===== src/sv/scan_polar_to_cartesian_unit_defines.svh =====
// Assertion macros shared by the scan polar-to-Cartesian unit.
// Depends on a clock named clock and an active-high reset named reset in scope.
`ifndef SCAN_POLAR_TO_CARTESIAN_UNIT_DEFINES_SVH
`define SCAN_POLAR_TO_CARTESIAN_UNIT_DEFINES_SVH

// Same-cycle implication, disabled while reset is high.
`define SPC_ASSERT_NOW(label, ante, cons, msg) \
   label: assert property (@(posedge clock) disable iff (reset) (ante) |-> (cons)) \
      else $error(msg);

// Next-cycle implication, disabled while reset is high.
`define SPC_ASSERT_NEXT(label, ante, cons, msg) \
   label: assert property (@(posedge clock) disable iff (reset) (ante) |=> (cons)) \
      else $error(msg);

`endif


===== src/sv/spc_pkg.sv =====
// Package of the scan polar-to-Cartesian unit: widths, constants, types.
// No dependencies.
`timescale 1ns / 1ps

package spc_pkg;

   localparam int STEP_W     = 10;
   localparam int DIST_W     = 12;
   localparam int MM_W       = 13;
   localparam int ANGLE_W    = 16;
   localparam int RES_W      = 12;
   localparam int CSR_IDX_W  = 4;
   localparam int CSR_DATA_W = 16;

   localparam int MAX_STEP      = 1023;
   localparam int CORDIC_STAGES = 16;
   localparam int TABLE_LEN     = 24;
   localparam int NUM_STAGES    = (CORDIC_STAGES > TABLE_LEN) ? TABLE_LEN : CORDIC_STAGES;

   // Step saturation compares on a width that holds any legal MAX_STEP.
   localparam int STEP_CMP_W = 13;
   localparam logic [STEP_CMP_W-1:0] STEP_LIMIT = STEP_CMP_W'(MAX_STEP);

   // Inverse CORDIC gain in Q30; the magnitude product drops 14 bits to land in Q16.
   localparam int KINV_W   = 30;
   localparam logic [KINV_W-1:0] KINV_Q30 = KINV_W'(652032874);
   localparam int PROD_W   = DIST_W + KINV_W;
   localparam int MAG_DROP = 14;
   localparam int MAG_W    = PROD_W - MAG_DROP;

   localparam int VEC_W    = 32;
   localparam int FRAC_W   = 16;
   localparam int MM_LIMIT = 4095;

   localparam logic signed [VEC_W-1:0] ATAN_TURN32 [TABLE_LEN] = '{
      32'sh20000000, 32'sh12E4051E, 32'sh09FB385B, 32'sh051111D4, 32'sh028B0D43,
      32'sh0145D7E1, 32'sh00A2F61E, 32'sh00517C55, 32'sh0028BE53, 32'sh00145F2F,
      32'sh000A2F98, 32'sh000517CC, 32'sh00028BE6, 32'sh000145F3, 32'sh0000A2FA,
      32'sh0000517D, 32'sh000028BE, 32'sh0000145F, 32'sh00000A30, 32'sh00000518,
      32'sh0000028C, 32'sh00000146, 32'sh000000A3, 32'sh00000051
   };

   typedef enum logic [CSR_IDX_W-1:0] {
      CSR_BEGIN_ANGLE = 4'd0,
      CSR_STEP_RES    = 4'd1
   } csr_idx_type;

   typedef struct packed {
      logic [ANGLE_W-1:0] begin_angle;
      logic [RES_W-1:0]   step_res;
   } cfg_type;

   // Rotation vector traveling down the pipeline with its echoed distance.
   typedef struct packed {
      logic signed [VEC_W-1:0] x;
      logic signed [VEC_W-1:0] y;
      logic signed [VEC_W-1:0] z;
      logic [DIST_W-1:0]       dist_mm;
   } vec_type;

endpackage


===== src/sv/spc_front.sv =====
// Front end: beam angle and scaled magnitude products, then quadrant folding.
// Depends on spc_pkg and the assertion macro header.
`timescale 1ns / 1ps
`include "scan_polar_to_cartesian_unit_defines.svh"

module spc_front (
   input  logic                        clock,
   input  logic                        reset,
   input  spc_pkg::cfg_type            cfg,
   input  logic                        up_valid,
   output logic                        up_ready,
   input  logic [spc_pkg::STEP_W-1:0]  step_index,
   input  logic [spc_pkg::DIST_W-1:0]  distance_mm,
   output logic                        down_valid,
   input  logic                        down_ready,
   output spc_pkg::vec_type            down_vec
);

   logic                                      a_valid_ff;
   logic [spc_pkg::ANGLE_W-1:0]               ang_prod_ff, ang_prod_in;
   logic [spc_pkg::PROD_W-1:0]                mag_prod_ff, mag_prod_in;
   logic [spc_pkg::DIST_W-1:0]                a_dist_ff;
   logic                                      b_valid_ff;
   spc_pkg::vec_type                          b_vec_ff, b_vec_in;
   logic                                      a_ready, b_ready;
   logic [spc_pkg::STEP_W-1:0]                step_sat;
   logic [spc_pkg::RES_W+spc_pkg::STEP_W-1:0] ang_full;
   logic [spc_pkg::ANGLE_W-1:0]               ang;
   logic                                      flip;
   logic [spc_pkg::MAG_W-1:0]                 mag;
   logic signed [spc_pkg::VEC_W-1:0]          mag_ext;

   assign b_ready  = !b_valid_ff || down_ready;
   assign a_ready  = !a_valid_ff || b_ready;
   assign up_ready = a_ready;

   // Stage A: the two products.
   always_comb begin
      if ({{(spc_pkg::STEP_CMP_W-spc_pkg::STEP_W){1'b0}}, step_index} > spc_pkg::STEP_LIMIT) begin
         step_sat = spc_pkg::STEP_LIMIT[spc_pkg::STEP_W-1:0];
      end else begin
         step_sat = step_index;
      end
      ang_full    = cfg.step_res * step_sat;
      ang_prod_in = ang_full[spc_pkg::ANGLE_W-1:0];
      mag_prod_in = spc_pkg::PROD_W'(distance_mm) * spc_pkg::KINV_Q30;
   end

   // Stage B: wrap the angle and fold the left half plane onto the right.
   always_comb begin
      ang     = cfg.begin_angle + ang_prod_ff;
      flip    = ang[spc_pkg::ANGLE_W-1] ^ ang[spc_pkg::ANGLE_W-2];
      mag     = mag_prod_ff[spc_pkg::PROD_W-1:spc_pkg::MAG_DROP];
      mag_ext = $signed({{(spc_pkg::VEC_W-spc_pkg::MAG_W){1'b0}}, mag});
      b_vec_in.x    = flip ? -mag_ext : mag_ext;
      b_vec_in.y    = '0;
      b_vec_in.z    = $signed({ang[spc_pkg::ANGLE_W-1] ^ flip, ang[spc_pkg::ANGLE_W-2:0],
                                {(spc_pkg::VEC_W-spc_pkg::ANGLE_W){1'b0}}});
      b_vec_in.dist_mm = a_dist_ff;
   end

   always_ff @(posedge clock) begin
      if (reset) begin
         a_valid_ff <= 1'b0;
         b_valid_ff <= 1'b0;
      end else begin
         if (a_ready) begin
            a_valid_ff <= up_valid;
         end
         if (b_ready) begin
            b_valid_ff <= a_valid_ff;
         end
      end
   end

   always_ff @(posedge clock) begin
      if (a_ready) begin
         ang_prod_ff <= ang_prod_in;
         mag_prod_ff <= mag_prod_in;
         a_dist_ff   <= distance_mm;
      end
      if (b_ready) begin
         b_vec_ff <= b_vec_in;
      end
   end

   assign down_valid = b_valid_ff;
   assign down_vec   = b_vec_ff;

   `SPC_ASSERT_NEXT(a_front_take, up_valid && up_ready, a_valid_ff,
                    "accepted item did not enter the first stage")

endmodule


===== config.mk =====
export PLATFORM = sky130hd
export DESIGN_NAME = spc_front
export DESIGN_NICKNAME = d
export VERILOG_FILES = /design/src/sv/spc_pkg.sv /design/src/sv/spc_front.sv
export VERILOG_INCLUDE_DIRS = /design/src /design/src/sv
export SDC_FILE = /design/constraint.sdc
export NUM_CORES = 1
export LEC_CHECK = 0
export ABC_AREA = 1
export BUFFER_PORTS_ARGS = -buffer_cell sky130_fd_sc_hd__buf_4
export CAP_MARGIN = 20
export CORE_ASPECT_RATIO = 1.2
export CORE_MARGIN = 1
export CORE_UTILIZATION = 27
export DETAILED_ROUTE_END_ITERATION = 10
export GPL_TIMING_DRIVEN = 0
export MAX_ROUTING_LAYER = met4
export PLACE_DENSITY_LB_ADDON = 0.2
export SETUP_SLACK_MARGIN = 0.1
export SYNTH_ARGS = -nofsm -noshare
export SYNTH_HDL_FRONTEND = slang
export SYNTH_SLANG_ARGS = --single-unit

===== constraint.sdc =====
create_clock -name clock -period 11.8 [get_ports clock]
set_input_delay 0.59 -clock clock [delete_from_list [all_inputs] [get_ports clock]]
set_output_delay 0.59 -clock clock [all_outputs]
set_load 0.02 [all_outputs]

==> qor.yml <==
grt_pass1_vias: 12300
diodes: 0
dieWidth_um: 221
cp-start-kind: "primary input"
outcome: "complete, no violations"
final_common_cell: "inv_1"
endpoint_kind: "flop"
setup_violations: 0
cp.arrival_ps: 5400
yosysSeqAreaShare_pct: 22.4
ant_nets: 0
die_h_um: 265
initial_core_util_pct: 27.3
port_buffers: 103
cp_cell_sequence: "buf_4 > inv_1 > fa_1 > inv_1 > fa_1 > inv_1 > fa_1 > inv_1 > fa_1 > inv_1 > fa_1 > inv_1 > ha_1 > nand2_1 > nor4_1 > nand3_1 > nand3b_1 > xor2_1"
synth.area.top_cells: "fa_1, edfxtp_1, ha_1"
cts_num_sinks: 117
htreeDepth: 4
hold_viol: 0
cap_viol_max_count: 0
syn_area_um2: 15600
crit_fanout: 6
syn_inst: 1883
nets: 2451
final.period_utilization_pct: 44.1
ios: 164
crit_type: "primary input to flop"
drive_gt1_share_pct: 10.0
ys_ff_latch: 117
min_path_cells: 2
cts_setup_buffers: 0
grt_overflow: 0
dr.pass1.iters: 5
cts_resized: 0
antenna_found_initial: 0
clockBufferDepth: 2
fin_skew_ps: 12.1
numCtsBuffers: 17
hpwl_mm: 36.8
vias_per_cell: 4.24
grt_first_pass_wirelength_mm: 67.0
r2r_cells: 14
wl_per_cell_um: 15.2
die_area_um2: 58700
coreArea_um2: 57200
rsz0062_at_grt: "false"
drt-initial-drc-count: 467
synth_top_area_share_pct: 24.6
synth_top_area_cell: "fa_1"
min_period_ps: 5200
crit_path_frequent_cell: "inv_1"
grt_usage_pct: 15.5
slew_violations: 0
synth.avg_cell_area_um2: 8.28
yosysWarnings: 0
core.rowCount: 96
holdBufCountCts: 0
drc: 0
num_vias: 11900
grt_max_degree: 46
holdCritPathClass: "primary input to flop"
final_cell_mix: "inv_1, nand2_1, fa_1"
area_growth_pct: 16.2
finalSetupTns_ps: 0
clock_latency_ps: 470
max_stage_delay_ps: 550
fmax_mhz: 192
gp_congestion: 0.923
worst_pin_slew_ps: 727
clk_pin_slew_ps: 60
wirelength_mm: 42.7
slew-limit-headroom_pct: 51.0
yosysUniqueCellTypes: 38
cts_root_buffer: "clkbuf_16"
critical_path.slowest_cell: "nor4_1"
required_ps: 12000
cts_tree: "built"
final timing paths:
| path | from | endpoint | slack (ps) |
|---|---|---|---|
| hold reg to reg | a_dist_ff[10] | down_vec[10] | 420 |
| setup reg to reg | ang_prod_ff[0] | down_vec[85] | 9400 |
| setup / recovery | distance_mm[7] | mag_prod_ff[27] | 6600 |
| hold / removal | reset | down_valid | 280 |
per-stage QoR:
stage | hold WS, ps | utilization, % | worst slack, ps | std cells | area [um^2]
global route | 261 | 31.7 | 6320 | 2802 | 18100
detailed placement | 406 | 30.7 | 6100 | 2770 | 17500
floorplan | 400 | - | 6880 | 1930 | 15800
global placement | 403 | 30.5 | 6070 | 2768 | 17500
CTS | 241 | 31.7 | 6600 | 2802 | 18100
finish | 284 | 31.7 | 6600 | 2802 | 18100
final cells by class:
type | count | area, um^2
Fill cell | 6146 | 39100
Multi-Input combinational cell | 1265 | 10000
Sequential cell | 117 | 3490
Inverter | 474 | 1780
Tap cell | 735 | 920
Timing Repair Buffer | 105 | 821
Buffer | 74 | 495
Clock buffer | 19 | 433
Clock inverter | 13 | 156
Yosys cell counts:
cell type	number
a21oi_1	65
a21oi_2	1
xnor2_1	10
conb_1	1
o21a_1	1
nor4_1	3
nand2_2	3
o21bai_1	11
a21o_1	6
clkbuf_1	17
inv_2	2
dfxtp_1	2
nor3_1	12
nand2_1	425
nand3b_1	2
nand3_2	1
nand2_4	2
o211ai_1	2
edfxtp_1	115
nand3b_2	1
a21boi_0	2
nand4_1	9
xor2_1	60
buf_4	51
buf_2	3
fa_1	192
o21ai_0	27
nor3_2	1
and2_1	1
inv_1	472
ha_1	151
a31oi_1	4
nor2_1	122
buf_6	3
nand3_4	1
nand3_1	98
or2_2	3
a311oi_1	1
metal layers:
layer  part of all wire (%)  GRT usage, %  vias to the layer above
met2                     49          26.0                      259
li1                       -             -                     5979
met3                    3.5          2.43                       71
met4                    3.1          6.58                        0
met5                      0             -                        -
met1                     45          18.5                     5574
critical path, delay by kind of cell:
kind                     cells  cell delay [ps]
buffers and inverters        7              610
adder cells (fa/ha/maj)      6             3020
AND/OR/NAND/NOR              4             1050
XOR/XNOR                     1              100
logic make-up (layout without fill, tap and decap cells):
kind of cell | Yosys count | after routing | synth area share [%]
xor+xnor | 70 | 70 | 3.93
flops | 117 | 117 | 22.4
other cells | 1 | 48 | 0.0240
buf+inv | 548 | 685 | 14.6
fa+ha+maj | 343 | 343 | 36.8
simple gates | 684 | 684 | 18.0
compound gates | 120 | 120 | 4.28
state kept, by name, summed over array words and instances, names as in the netlist:
signal	flops
a_dist_ff	12
ang_prod_ff	16
down_valid	1
down_vec	59
a_valid_ff	1
mag_prod_ff	28
Power is left out: the tool's default activity adds up to more than one toggle a clock period on the data nets, which glitch-free logic cannot reach.
