## config.mk

```make
export PLATFORM = sky130hd
export DESIGN_NAME = spc_out
export DESIGN_NICKNAME = d
export VERILOG_FILES = /design/src/sv/spc_pkg.sv /design/src/sv/spc_out.sv
export VERILOG_INCLUDE_DIRS = /design/src /design/src/sv
export SDC_FILE = /design/constraint.sdc
export NUM_CORES = 1
export LEC_CHECK = 0
export ABC_AREA = 1
export BUFFER_PORTS_ARGS = -buffer_cell sky130_fd_sc_hd__buf_4
export CAP_MARGIN = 15
export CELL_PAD_IN_SITES_DETAIL_PLACEMENT = 1
export CELL_PAD_IN_SITES_GLOBAL_PLACEMENT = 1
export CORE_UTILIZATION = 32
export CTS_CLUSTER_DIAMETER = 150
export DETAILED_ROUTE_END_ITERATION = 7
export PLACE_DENSITY = 0.93
export SYNTH_ARGS = -nofsm -noshare
export SYNTH_HDL_FRONTEND = slang
export SYNTH_SLANG_ARGS = --single-unit
```

## constraint.sdc

```tcl
create_clock -name clock -period 2.7 [get_ports clock]
set_clock_uncertainty 0.05 [all_clocks]
set_input_delay 0.135 -clock clock [delete_from_list [all_inputs] [get_ports clock]]
set_output_delay 0.135 -clock clock [all_outputs]
set_load 0.02 [all_outputs]
```

## src/sv/scan_polar_to_cartesian_unit_defines.svh

```systemverilog
// Assertion macros shared by the scan polar-to-Cartesian unit.
// Depends on a clock named clock and an active-high reset named reset in scope.
`ifndef SCAN_POLAR_TO_CARTESIAN_UNIT_DEFINES_SVH
`define SCAN_POLAR_TO_CARTESIAN_UNIT_DEFINES_SVH

// Same-cycle implication, disabled while reset is high.
`define SPC_ASSERT_NOW(label, ante, cons, msg) \
   label: assert property (@(posedge clock) disable iff (reset) (ante) |-> (cons)) \
      else $error(msg);

// Next-cycle implication, disabled while reset is high.
`define SPC_ASSERT_NEXT(label, ante, cons, msg) \
   label: assert property (@(posedge clock) disable iff (reset) (ante) |=> (cons)) \
      else $error(msg);

`endif

```

## src/sv/spc_pkg.sv

```systemverilog
// Package of the scan polar-to-Cartesian unit: widths, constants, types.
// No dependencies.
`timescale 1ns / 1ps

package spc_pkg;

   localparam int STEP_W     = 10;
   localparam int DIST_W     = 12;
   localparam int MM_W       = 13;
   localparam int ANGLE_W    = 16;
   localparam int RES_W      = 12;
   localparam int CSR_IDX_W  = 4;
   localparam int CSR_DATA_W = 16;

   localparam int MAX_STEP      = 1023;
   localparam int CORDIC_STAGES = 16;
   localparam int TABLE_LEN     = 24;
   localparam int NUM_STAGES    = (CORDIC_STAGES > TABLE_LEN) ? TABLE_LEN : CORDIC_STAGES;

   // Step saturation compares on a width that holds any legal MAX_STEP.
   localparam int STEP_CMP_W = 13;
   localparam logic [STEP_CMP_W-1:0] STEP_LIMIT = STEP_CMP_W'(MAX_STEP);

   // Inverse CORDIC gain in Q30; the magnitude product drops 14 bits to land in Q16.
   localparam int KINV_W   = 30;
   localparam logic [KINV_W-1:0] KINV_Q30 = KINV_W'(652032874);
   localparam int PROD_W   = DIST_W + KINV_W;
   localparam int MAG_DROP = 14;
   localparam int MAG_W    = PROD_W - MAG_DROP;

   localparam int VEC_W    = 32;
   localparam int FRAC_W   = 16;
   localparam int MM_LIMIT = 4095;

   localparam logic signed [VEC_W-1:0] ATAN_TURN32 [TABLE_LEN] = '{
      32'sh20000000, 32'sh12E4051E, 32'sh09FB385B, 32'sh051111D4, 32'sh028B0D43,
      32'sh0145D7E1, 32'sh00A2F61E, 32'sh00517C55, 32'sh0028BE53, 32'sh00145F2F,
      32'sh000A2F98, 32'sh000517CC, 32'sh00028BE6, 32'sh000145F3, 32'sh0000A2FA,
      32'sh0000517D, 32'sh000028BE, 32'sh0000145F, 32'sh00000A30, 32'sh00000518,
      32'sh0000028C, 32'sh00000146, 32'sh000000A3, 32'sh00000051
   };

   typedef enum logic [CSR_IDX_W-1:0] {
      CSR_BEGIN_ANGLE = 4'd0,
      CSR_STEP_RES    = 4'd1
   } csr_idx_type;

   typedef struct packed {
      logic [ANGLE_W-1:0] begin_angle;
      logic [RES_W-1:0]   step_res;
   } cfg_type;

   // Rotation vector traveling down the pipeline with its echoed distance.
   typedef struct packed {
      logic signed [VEC_W-1:0] x;
      logic signed [VEC_W-1:0] y;
      logic signed [VEC_W-1:0] z;
      logic [DIST_W-1:0]       dist_mm;
   } vec_type;

endpackage

```

## src/sv/spc_out.sv

```systemverilog
// Output stage: round half up to millimetres, clamp, and hold the result item.
// Depends on spc_pkg and the assertion macro header.
`timescale 1ns / 1ps
`include "scan_polar_to_cartesian_unit_defines.svh"

module spc_out (
   input  logic                              clock,
   input  logic                              reset,
   input  logic                              up_valid,
   output logic                              up_ready,
   input  spc_pkg::vec_type                  up_vec,
   output logic                              down_valid,
   input  logic                              down_ready,
   output logic signed [spc_pkg::MM_W-1:0]   x_mm,
   output logic signed [spc_pkg::MM_W-1:0]   y_mm,
   output logic [spc_pkg::DIST_W-1:0]        range_mm
);

   localparam int Q_W = spc_pkg::VEC_W - spc_pkg::FRAC_W;
   localparam logic signed [Q_W-1:0] Q_HI = Q_W'(spc_pkg::MM_LIMIT);
   localparam logic signed [Q_W-1:0] Q_LO = -Q_HI;
   localparam logic signed [spc_pkg::VEC_W-1:0] HALF = spc_pkg::VEC_W'(1 << (spc_pkg::FRAC_W-1));
   localparam logic signed [spc_pkg::MM_W-1:0] MM_HI = Q_HI[spc_pkg::MM_W-1:0];
   localparam logic signed [spc_pkg::MM_W-1:0] MM_LO = Q_LO[spc_pkg::MM_W-1:0];

   logic                              valid_ff;
   logic signed [spc_pkg::MM_W-1:0]   x_mm_ff, x_mm_in;
   logic signed [spc_pkg::MM_W-1:0]   y_mm_ff, y_mm_in;
   logic [spc_pkg::DIST_W-1:0]        range_ff;

   function automatic logic signed [spc_pkg::MM_W-1:0] to_mm(
      input logic signed [spc_pkg::VEC_W-1:0] v
   );
      logic signed [spc_pkg::VEC_W-1:0] r;
      logic signed [Q_W-1:0]            q;
      logic signed [spc_pkg::MM_W-1:0]  res;
      r = v + HALF;
      q = r[spc_pkg::VEC_W-1:spc_pkg::FRAC_W];
      if (q > Q_HI) begin
         res = Q_HI[spc_pkg::MM_W-1:0];
      end else if (q < Q_LO) begin
         res = Q_LO[spc_pkg::MM_W-1:0];
      end else begin
         res = q[spc_pkg::MM_W-1:0];
      end
      return res;
   endfunction

   assign up_ready = !valid_ff || down_ready;
   assign x_mm_in  = to_mm(up_vec.x);
   assign y_mm_in  = to_mm(up_vec.y);

   always_ff @(posedge clock) begin
      if (reset) begin
         valid_ff <= 1'b0;
      end else if (up_ready) begin
         valid_ff <= up_valid;
      end
   end

   always_ff @(posedge clock) begin
      if (up_ready) begin
         x_mm_ff  <= x_mm_in;
         y_mm_ff  <= y_mm_in;
         range_ff <= up_vec.dist_mm;
      end
   end

   assign down_valid = valid_ff;
   assign x_mm       = x_mm_ff;
   assign y_mm       = y_mm_ff;
   assign range_mm   = range_ff;

   `SPC_ASSERT_NOW(a_out_clamp, valid_ff,
                   (x_mm_ff >= MM_LO) && (x_mm_ff <= MM_HI) &&
                   (y_mm_ff >= MM_LO) && (y_mm_ff <= MM_HI),
                   "result coordinate outside the clamp range")

endmodule

```

==> metrics, run 1 <==
initial antenna violation count 0; worst vdd ir ~0.00027 V; Worst slew margin 0.673; global-route wire length before repair 12000 µm; PD cells 464 nW/µm²; Routed WL 7310 µm; clock tree from TritonCTS done; placed cells 510; Cell Rows 31; Residual DRC 0; Synth top area share 0.457; Max Root-Sink Buffers 2; CP arrival 1700 ps; final net count 547; initial core utilization 0.337; Mapped Area 2500 µm²; Synth async-reset ratio 0; die area 8170 µm²; kind of critical path input port to flip-flop; fraction of layout cells with a size suffix above 1 0.269; Die Wd 90.4 µm; cts bufs inserted 5; Distinct cells, synth 21; GP Congestion 0.868; Antenna Diode Count 0; worst-path fanout max 12; Vias/cell around 4.7; LEAKAGE 1.67 nW; crit path to y_mm[0]$_SDFFCE_PP1P_; Critical Path Start Type input port; Resized Gates After CTS 0; mean area per synthesized cell 7.66 µm²; DRT iter0 DRCs 74; routed len/inst 13.8 µm; antenna viol nets, final 0; worst skew pair latency between 200 and 300 ps; clk slew on worst S/H paths 80 ps; hold crit path type input port to flip-flop; setup violators final 0; pre-CTS setup slack ~670 ps; largest net degree at the start of global routing 41; FF+latch count, synth 39; minimum clock period approximately 1700 ps; register area share after synthesis 0.465; placed cell area roughly 3300 µm²; crit share post-route 0.638; syn nets 442; crit path launch up_vec[59]; post-route cell area ~3500 µm²; CTS Hold Bufs 13; gr ovfl total 0; run status complete, no violations; Min Hold Slack 32.4 ps; Warnings, synthesis 0; Tot GR Track Use 0.183; WP data required 2670 ps; cell count after synthesis roughly 330; IO Port Bufs 89; cell with the most instances after synthesis nand2_1; top_reg_cell synth edfxtp_1; DP HPWL a little under 6000 µm; Worst R2R Start down_valid$_SDFFE_PP0P_; Slew Limit Fails 0; fillers 927; io pins ~150; min setup slack post-route 977 ps; post-synth top area cell edfxtp_1; Max Cap Violations 0; Setup TNS Final 0 ps; Detailed Routing Iterations Pass 1 4; TritonCTS Sinks 39; vias in the first global route 2551; max frequency 0.580 GHz; # H-tree levels 2; number of setup buffers added after CTS 0; worst reg-to-reg setup slack 1470 ps; Post-synth EDFFs 38; root buf cell clkbuf_8; Core ar. 7410 µm²; Layout area overhead 40.1%; Reg2Reg Depth 2; Layout Cells excl Fill roughly 530; Hold Fails Final Rpt 0; Pwr Total between 1.5 and 2 mW; r2r endpoint y_mm[12]$_SDFFCE_PN0P_; Util after Layout 0.473; Via Count 2490; largest cells by area after synthesis edfxtp_1 (46%), nand2_1 (20%), inv_1 (5.7%); Critical Path End Type flip-flop; RSZ-0062 raised after global routing no; Worst-Margin Slew about 490 ps; list of most frequent post-synthesis cells nand2_1 (133), edfxtp_1 (38), inv_1 (38), nor2_1 (36), nand3_1 (18); Die Y 90.4 µm
-- metal layers --
metal / vias up / routed length, µm / track usage
li1: 1248 / - / -
met1: 1163 / 3140 / 0.208
met2: 64 / 3740 / 0.345
met3: 15 / 258 / 0.0244
met4: 0 / 170 / 0.0672
met5: - / 0 / 0
-- registers in the layout (all words and copies together) (netlist names) --
signal      count
x_mm           13
down_valid      1
range_mm       12
y_mm           13
-- worst min-delay path by stage --
| stage | from | to | cells after the start |
|---|---|---|---|
| 5_1_grt | up_valid | down_valid$_SDFFE_PP0P_ | 3 |
| 6_report | up_valid | down_valid$_SDFFE_PP0P_ | 3 |
| 2_1_floorplan | reset | down_valid$_SDFFE_PP0P_ | 1 |
| 3_5_place_dp | reset | down_valid$_SDFFE_PP0P_ | 2 |
| 4_1_cts | up_valid | down_valid$_SDFFE_PP0P_ | 3 |
| 3_3_place_gp | reset | down_valid$_SDFFE_PP0P_ | 2 |
-- logic make-up after synthesis --
logic type | after synthesis | synth area share
buffers and inverters | 43 | 0.0751
AO/OA/AOI/OAI | 7 | 0.0160
AND/OR/NAND/NOR | 226 | 0.397
flip-flops | 39 | 0.465
adder cells (fa/ha/maj) | 4 | 0.0200
XOR/XNOR | 7 | 0.0275
-- worst max-delay path, cell delays in order --
cell      delay, ps
buf_4           120
ha_1            220
inv_1            90
nor2_2          210
nand4_1         150
xnor2_1         290
a21o_1          340
nand3b_1        140
-- cells in the final DEF, fill, tap and decap left out, drive strengths merged --
cell,count
nand2,142
buf,90
nor2,44
inv,38
edfxtp,38
nand3,18
nand4,14
dlygate4sd3,13
clkbuf,6
nand3b,5
xnor2,5
o21ai,4
ha,4
nor3,3
a21o,2
xor2,2
a21oi,1
bufinv,1
clkinv,1
dfxtp,1
-- report_power, final --
group / leakage [nW] / internal, mW / switching, mW
Sequential: 0.390 / 0.722 / 0.0153
Combinational: 1.22 / 0.164 / 0.229
Clock: 0.0612 / 0.299 / 0.196
Total: 1.67 / 1.18 / 0.440
-- area by class of cell --
class | instances | area [µm²] | share of cell area
tap | 99 | 124 | 0.0354
multi-input combinational | 244 | 1150 | 0.328
inverter | 38 | 143 | 0.0407
clock inverter | 2 | 35.0 | 0.0100
clock buffer | 6 | 82.6 | 0.0236
timing repair buffer | 103 | 806 | 0.230
sequential | 39 | 1160 | 0.332
No activity file was read; power rests on OpenSTA's default activity.
==> run 2: changes to the inputs <==
--- a/config.mk
+++ b/config.mk
@@ -11,10 +11,10 @@
 export CAP_MARGIN = 15
 export CELL_PAD_IN_SITES_DETAIL_PLACEMENT = 1
 export CELL_PAD_IN_SITES_GLOBAL_PLACEMENT = 1
-export CORE_UTILIZATION = 32
+export CORE_UTILIZATION = 29
 export CTS_CLUSTER_DIAMETER = 150
 export DETAILED_ROUTE_END_ITERATION = 7
-export PLACE_DENSITY = 0.93
+export PLACE_DENSITY = 0.86
 export SYNTH_ARGS = -nofsm -noshare
 export SYNTH_HDL_FRONTEND = slang
 export SYNTH_SLANG_ARGS = --single-unit
==> constraint.sdc (replaced) <==
create_clock -name clock -period 1.69 [get_ports clock]
set_clock_uncertainty 0.05 [all_clocks]
set_input_delay 0.0845 -clock clock [delete_from_list [all_inputs] [get_ports clock]]
set_output_delay 0.0845 -clock clock [all_outputs]
set_load 0.02 [all_outputs]
==> run 2 against run 1 <==
Utilization fell by 1.8 points. Count of clock-buffer cells in the layout decreased by 1. Critical path depth grew 1. Clock power is 55% higher.
==> metrics, run 2 (synthesized netlist as in run 1, its figures left out) <==
run status complete, no violations; root buf cell clkbuf_8; vias in the first global route 2605 (+2.1%); Critical Path Start Type input port; pre-CTS setup slack -260 ps (-925 ps); Slew Limit Fails 0 (unchanged); Antenna Diode Count 0 (unchanged); placed cell area 3480 µm² (+7.0%); Setup TNS Final 0 ps (unchanged); io pins 152 (unchanged); Critical Path End Type flip-flop; hold crit path type input port to flip-flop; Vias/cell 4.47 (-4.7%); DP HPWL 6000 µm (+0.58%); P_sw 0.729 mW (+66%); Residual DRC 0 (unchanged); WP data required 1680 ps (-990 ps); Max Root-Sink Buffers 2 (unchanged); fraction of layout cells with a size suffix above 1 0.313 (+0.0444); Routed WL 7340 µm (+0.36%); FF+latch area 1160 µm² (unchanged); kind of critical path input port to flip-flop; # H-tree levels 2 (unchanged); Max Cap Violations 0 (unchanged); Comb pwr share 0.262 (+0.020); initial antenna violation count 0 (unchanged); Flop pwr share 0.447 (-0.007); DRT iter0 DRCs 70 (-5.4%); most common cell after layout, fill and taps aside nand2_1; Util after Layout 0.455 (-0.0180); sw frac 0.277 (+0.00585); Worst-Margin Slew 338 ps (-152 ps); Worst slew margin 0.774 (+0.101); cts bufs inserted 5 (unchanged); minimum clock period 1550 ps; PD cells 702 nW/µm² (+51%); Tot GR Track Use 0.171 (-0.0123); post-route cell area 3750 µm² (+7.2%); Die Wd 94.8 µm (+4.9%); power share of the clock group 0.292 (-0.013); fillers 1046 (+13%); min setup slack post-route 139 ps (-838 ps); Via Count 2511 (+0.84%); routed len/inst 13.1 µm (-5.2%); Min Hold Slack 114 ps (+81.5 ps); number of setup buffers added after CTS 0 (unchanged); Detailed Routing Iterations Pass 1 4 (unchanged); Layout Cells excl Fill 562 (+5.8%); worst-path fanout max 12 (unchanged); TritonCTS Sinks 39 (unchanged); LEAKAGE 1.82 nW (+8.5%); clock tree from TritonCTS done; Core ar. 8260 µm² (+11%); most frequent cells in the layout nand2_1 (132), buf_4 (111), inv_1 (38), edfxtp_1 (38), nor2_1 (36); Die Y 94.8 µm (+4.9%); P_int 1.90 mW (+61%); IO Port Bufs 89 (unchanged); largest net degree at the start of global routing 41 (unchanged); placed cells 540 (+5.9%); worst skew pair latency 290 ps (about the same); worst vdd ir 0.000377 V (+37%); gr ovfl total 0 (unchanged); antenna viol nets, final 0 (unchanged); Hold Fails Final Rpt 0 (unchanged); die area 8990 µm² (+10%); Layout area overhead 50.2%; Multi-input gate area 1170 µm² (+2.0%); setup violators final 0 (unchanged); initial core utilization 0.303 (-0.0347); Pwr Total 2.63 mW (+62%); final net count 572 (+4.6%); GP Congestion 0.843 (-2.9%); CP arrival 1540 ps (-160 ps); clk slew on worst S/H paths 80 ps (about the same); Cell Rows 33 (+6.5%); max frequency 0.645 GHz; global-route wire length before repair 12000 µm (+0.40%); crit share post-route 0.918
## run 2: routing by layer
metal | global-route usage | share of wire | vias up | wire length [µm]
met2 | 0.305 | 0.50 | 56 | 3700
met1 | 0.219 | 0.46 | 1155 | 3340
li1 | - | - | 1295 | -
met4 | 0.0492 | 0.0086 | 0 | 63
met3 | 0.0121 | 0.031 | 5 | 228
met5 | 0 | 0 | - | 0
## run 2: layout make-up
cell class | count | share of cell area
Tap cell | 105 | 0.0350
Timing Repair Buffer | 128 | 0.275
Clock buffer | 5 | 0.0183
Clock inverter | 3 | 0.0117
Inverter | 38 | 0.0380
Sequential cell | 39 | 0.309
Multi-Input combinational cell | 244 | 0.312
## run 2: worst paths after layout
check | from | to | slack, ps | depth (start not counted)
setup / recovery | up_vec[59] | y_mm[0]$_SDFFCE_PP1P_ | 140 | 9
hold / removal | up_vec[75] | y_mm[12]$_SDFFCE_PN0P_ | 110 | 2
setup reg to reg | down_valid$_SDFFE_PP0P_ | down_valid$_SDFFE_PP0P_ | 220 | 4
hold reg to reg | down_valid$_SDFFE_PP0P_ | range_mm[9]$_DFFE_PP_ | 750 | 2
## run 2: worst max-delay path, cell delays in order
cell and delay, ps:
buf_4 100, ha_2 210, inv_1 70, nor2_2 190, nand4_1 200, xnor2_2 290, a21o_1 170, buf_12 130
nand3b_1 90
## run 2: what timing repair did
item,4_1_cts,5_1_grt
endpoints found under the hold margin,13,0
gates resized for setup,0,4
hold buffers,14,0
setup endpoints to repair,0,22
## run 2: power groups by stage
stage	Combinational (mW)	Sequential [mW]	Clock, mW
6_report	0.690	1.18	0.768
5_1_grt	0.756	1.18	0.815
4_1_cts	0.690	1.18	0.790
3_5_place_dp	0.661	1.20	0
3_3_place_gp	0.638	1.19	0
2_1_floorplan	0.209	1.30	0
==> run 3: changes to the inputs <==
--- a/config.mk
+++ b/config.mk
@@ -6,15 +6,14 @@
 export SDC_FILE = /design/constraint.sdc
 export NUM_CORES = 1
 export LEC_CHECK = 0
-export ABC_AREA = 1
 export BUFFER_PORTS_ARGS = -buffer_cell sky130_fd_sc_hd__buf_4
 export CAP_MARGIN = 15
 export CELL_PAD_IN_SITES_DETAIL_PLACEMENT = 1
 export CELL_PAD_IN_SITES_GLOBAL_PLACEMENT = 1
-export CORE_UTILIZATION = 29
+export CORE_UTILIZATION = 32
 export CTS_CLUSTER_DIAMETER = 150
 export DETAILED_ROUTE_END_ITERATION = 7
-export PLACE_DENSITY = 0.86
+export PLACE_DENSITY = 0.87
 export SYNTH_ARGS = -nofsm -noshare
 export SYNTH_HDL_FRONTEND = slang
 export SYNTH_SLANG_ARGS = --single-unit
==> run 3 against run 2 <==
First-iteration DRC count grew 50%. Die area shrank 6.8%. Via count shrank 5.3%. Global-route usage grew 1.4 points.
==> metrics, run 3 <==
crit share post-route 0.942 (+0.0237); PD cells 689 nW/µm² (-1.8%); XOR/XNOR Fraction of Synth Area 0.105 (+0.0778); Synth top area share 0.445 (-0.0120); Slew Limit Fails 0 (unchanged); Die Wd 91.6 µm (-3.4%); root buf cell clkbuf_8; Max Root-Sink Buffers 2 (unchanged); clk slew on worst S/H paths 70 ps (about the same); Hold Fails Final Rpt 0 (unchanged); number of setup buffers added after CTS 0 (unchanged); worst reg-to-reg setup slack 670 ps (+450 ps); DRT iter0 DRCs 105 (+50%); TritonCTS Sinks 39 (unchanged); Layout Cells excl Fill 474 (-16%); Critical Path Start Type input port; most frequent cells in the layout buf_4 (126), edfxtp_1 (38), nand3_1 (18), xor2_1 (16), nand2_1 (15); combinational family with the most area after synthesis simple AND/OR/NAND/NOR gates; io pins 152 (unchanged); placed cell area 3600 µm² (+3.3%); gr ovfl total 0 (unchanged); global-route wire length before repair 12200 µm (+1.8%); most common cell after layout, fill and taps aside buf_4; Residual DRC 0 (unchanged); mux cell area share after synthesis 0.0161 (+0.0161); setup violators final 0 (unchanged); Synth async-reset ratio 0 (unchanged); Post-synth EDFFs 38 (unchanged); Worst slew margin 0.779 (+0.00485); top_reg_cell synth edfxtp_1; sw frac 0.274 (-0.00274); worst skew pair latency 290 ps (about the same); vias in the first global route 2504 (-3.9%); largest cells by area after synthesis edfxtp_1 (44%), xor2_1 (5.5%), xnor2_1 (4.4%); LEAKAGE 1.56 nW (-14%); clock tree from TritonCTS done; Simple-Gate Fraction of Synth Area 0.225 (-0.172); mean area per synthesized cell 10.6 µm² (+39%); worst-path fanout max 5 (-7); post-synth top area cell edfxtp_1; Tot GR Track Use 0.185 (+0.0143); Flop pwr share 0.444 (-0.003); DP HPWL 5710 µm (-4.8%); IO Port Bufs 89 (unchanged); cts bufs inserted 5 (unchanged); placed cells 453 (-16%); run status complete, no violations; max frequency 0.628 GHz (-2.5%); Critical Path End Type flip-flop; Max Cap Violations 0 (unchanged); power share of the clock group 0.290 (-0.002); hold crit path type input port to flip-flop; Via Count 2377 (-5.3%); minimum clock period 1590 ps (+40.0 ps); GP Congestion 0.851 (+1.0%); Mapped Area 2570 µm² (+2.7%); fraction of layout cells with a size suffix above 1 0.435 (+0.123); Comb pwr share 0.267 (+0.005); CP arrival 1670 ps (+130 ps); Detailed Routing Iterations Pass 1 4 (unchanged); antenna viol nets, final 0 (unchanged); Routed WL 7540 µm (+2.8%); RSZ-0062 raised after global routing no; Post-Synth Adder-Cell Area 0.0195 (-0.000527); Core ar. 7730 µm² (-6.4%); Cell Rows 32 (-3.0%); FF+latch count, synth 39 (unchanged); post-route cell area 3850 µm² (+2.6%); Vias/cell 5.01 (+12%); Layout area overhead 50.1%; final net count 487 (-15%); initial core utilization 0.332 (+0.0295); Synth Area in Compound Gates 0.131 (+0.115); routed len/inst 15.9 µm (+22%); die area 8380 µm² (-6.8%); Warnings, synthesis 0 (unchanged); list of most frequent post-synthesis cells edfxtp_1 (38), nand3_1 (18), nand2_1 (16), xor2_1 (16), xnor2_1 (13); P_sw 0.727 mW (-0.21%); initial antenna violation count 0 (unchanged); worst vdd ir 0.000277 V (-27%); largest net degree at the start of global routing 41 (unchanged); cell count after synthesis 241 (-26%); Antenna Diode Count 0 (unchanged); cell with the most instances after synthesis edfxtp_1; syn nets 357 (-19%); P_int 1.93 mW (+1.2%); register area share after synthesis 0.452 (-0.0122); Distinct cells, synth 55 (+160%); # H-tree levels 2 (unchanged); WP data required 1770 ps (+90 ps); kind of critical path input port to flip-flop; Worst-Margin Slew 331 ps (-6.96 ps); Die Y 91.6 µm (-3.4%)
[run 3: cell types whose count changed after synthesis, moves of 6 or more]
| cell | delta |
|---|---|
| a21oi_1 | +8 |
| and3_1 | +6 |
| and4_1 | +6 |
| buf_2 | +7 |
| inv_1 | -34 |
| nand2_1 | -117 |
| nand2_2 | -8 |
| nor2_1 | -26 |
| o21ai_2 | +8 |
| xnor2_1 | +8 |
| xor2_1 | +15 |
[run 3: critical path: stages]
cell and delay [ps]:
buf_4 130, ha_2 180, and3_1 250, and2_1 200, or3_1 340, a21boi_1 220, a41oi_2 140, o211ai_1 120
[run 3: power groups by stage]
| stage | sequential, mW | combinational, mW | clock (mW) |
|---|---|---|---|
| floorplan | 1.30 | 0.239 | 0 |
| global route | 1.19 | 0.757 | 0.817 |
| global placement | 1.19 | 0.654 | 0 |
| finish | 1.18 | 0.708 | 0.769 |
| detailed placement | 1.20 | 0.678 | 0 |
| CTS | 1.18 | 0.707 | 0.783 |
[run 3: worst paths after layout]
kind	startpoint	end	cells past startpoint
worst max-delay path	up_vec[91]	x_mm[0]$_SDFFCE_PP1P_	8
worst min-delay path	up_valid	down_valid$_SDFFE_PP0P_	3
worst max register to register	down_valid$_SDFFE_PP0P_	x_mm[8]$_SDFFCE_PN1P_	2
worst min register to register	down_valid$_SDFFE_PP0P_	range_mm[10]$_DFFE_PP_	2
[run 3: metal layers]
layer	vias up	wire, µm	global-route usage
met3	11	292	0.0276
met1	1130	3250	0.220
met5	-	0	0
met4	0	154	0.0767
li1	1169	-	-
met2	67	3850	0.330
[run 3: repair_timing]
item | in CTS | in global routing
gates resized for setup | 0 | 3
endpoints found under the setup margin | 0 | 5
hold buffers | 13 | 0
endpoints found under the hold margin | 13 | 0
[run 3: logic make-up (layout without fill, tap and decap cells)]
family                     count (synthesis)  count (layout)
DFF                                       39              39
adders and majority gates                  4               4
buffers and inverters                     22             153
muxes                                      4               4
AOI/OAI and AO/OA                         47              47
xor gates and xnor gates                  30              30
and+or+nand+nor                           95              95
[run 3: cell type report]
type | count | area [µm²]
Clock inverter | 3 | 43.8
Multi-Input combinational cell | 180 | 1320
Inverter | 4 | 15.0
Timing Repair Buffer | 141 | 1120
Clock buffer | 5 | 68.8
Tap cell | 102 | 128
Sequential cell | 39 | 1160
Fill cell | 863 | 3880
[run 3: metrics by stage]
stage                     hold WS [ps]  setup WS [ps]  power (mW)  utilization  setup TNS (ps)
after global routing              24.3           19.5        2.76        0.498               0
after global placement             193           -127        1.85        0.466           -1120
after floorplan                    104           1.96        1.54            -               0
final                             24.7           98.8        2.65        0.498               0
after CTS                         2.38          0.990        2.67        0.497               0
after detailed placement           211           -226        1.88        0.466           -2950
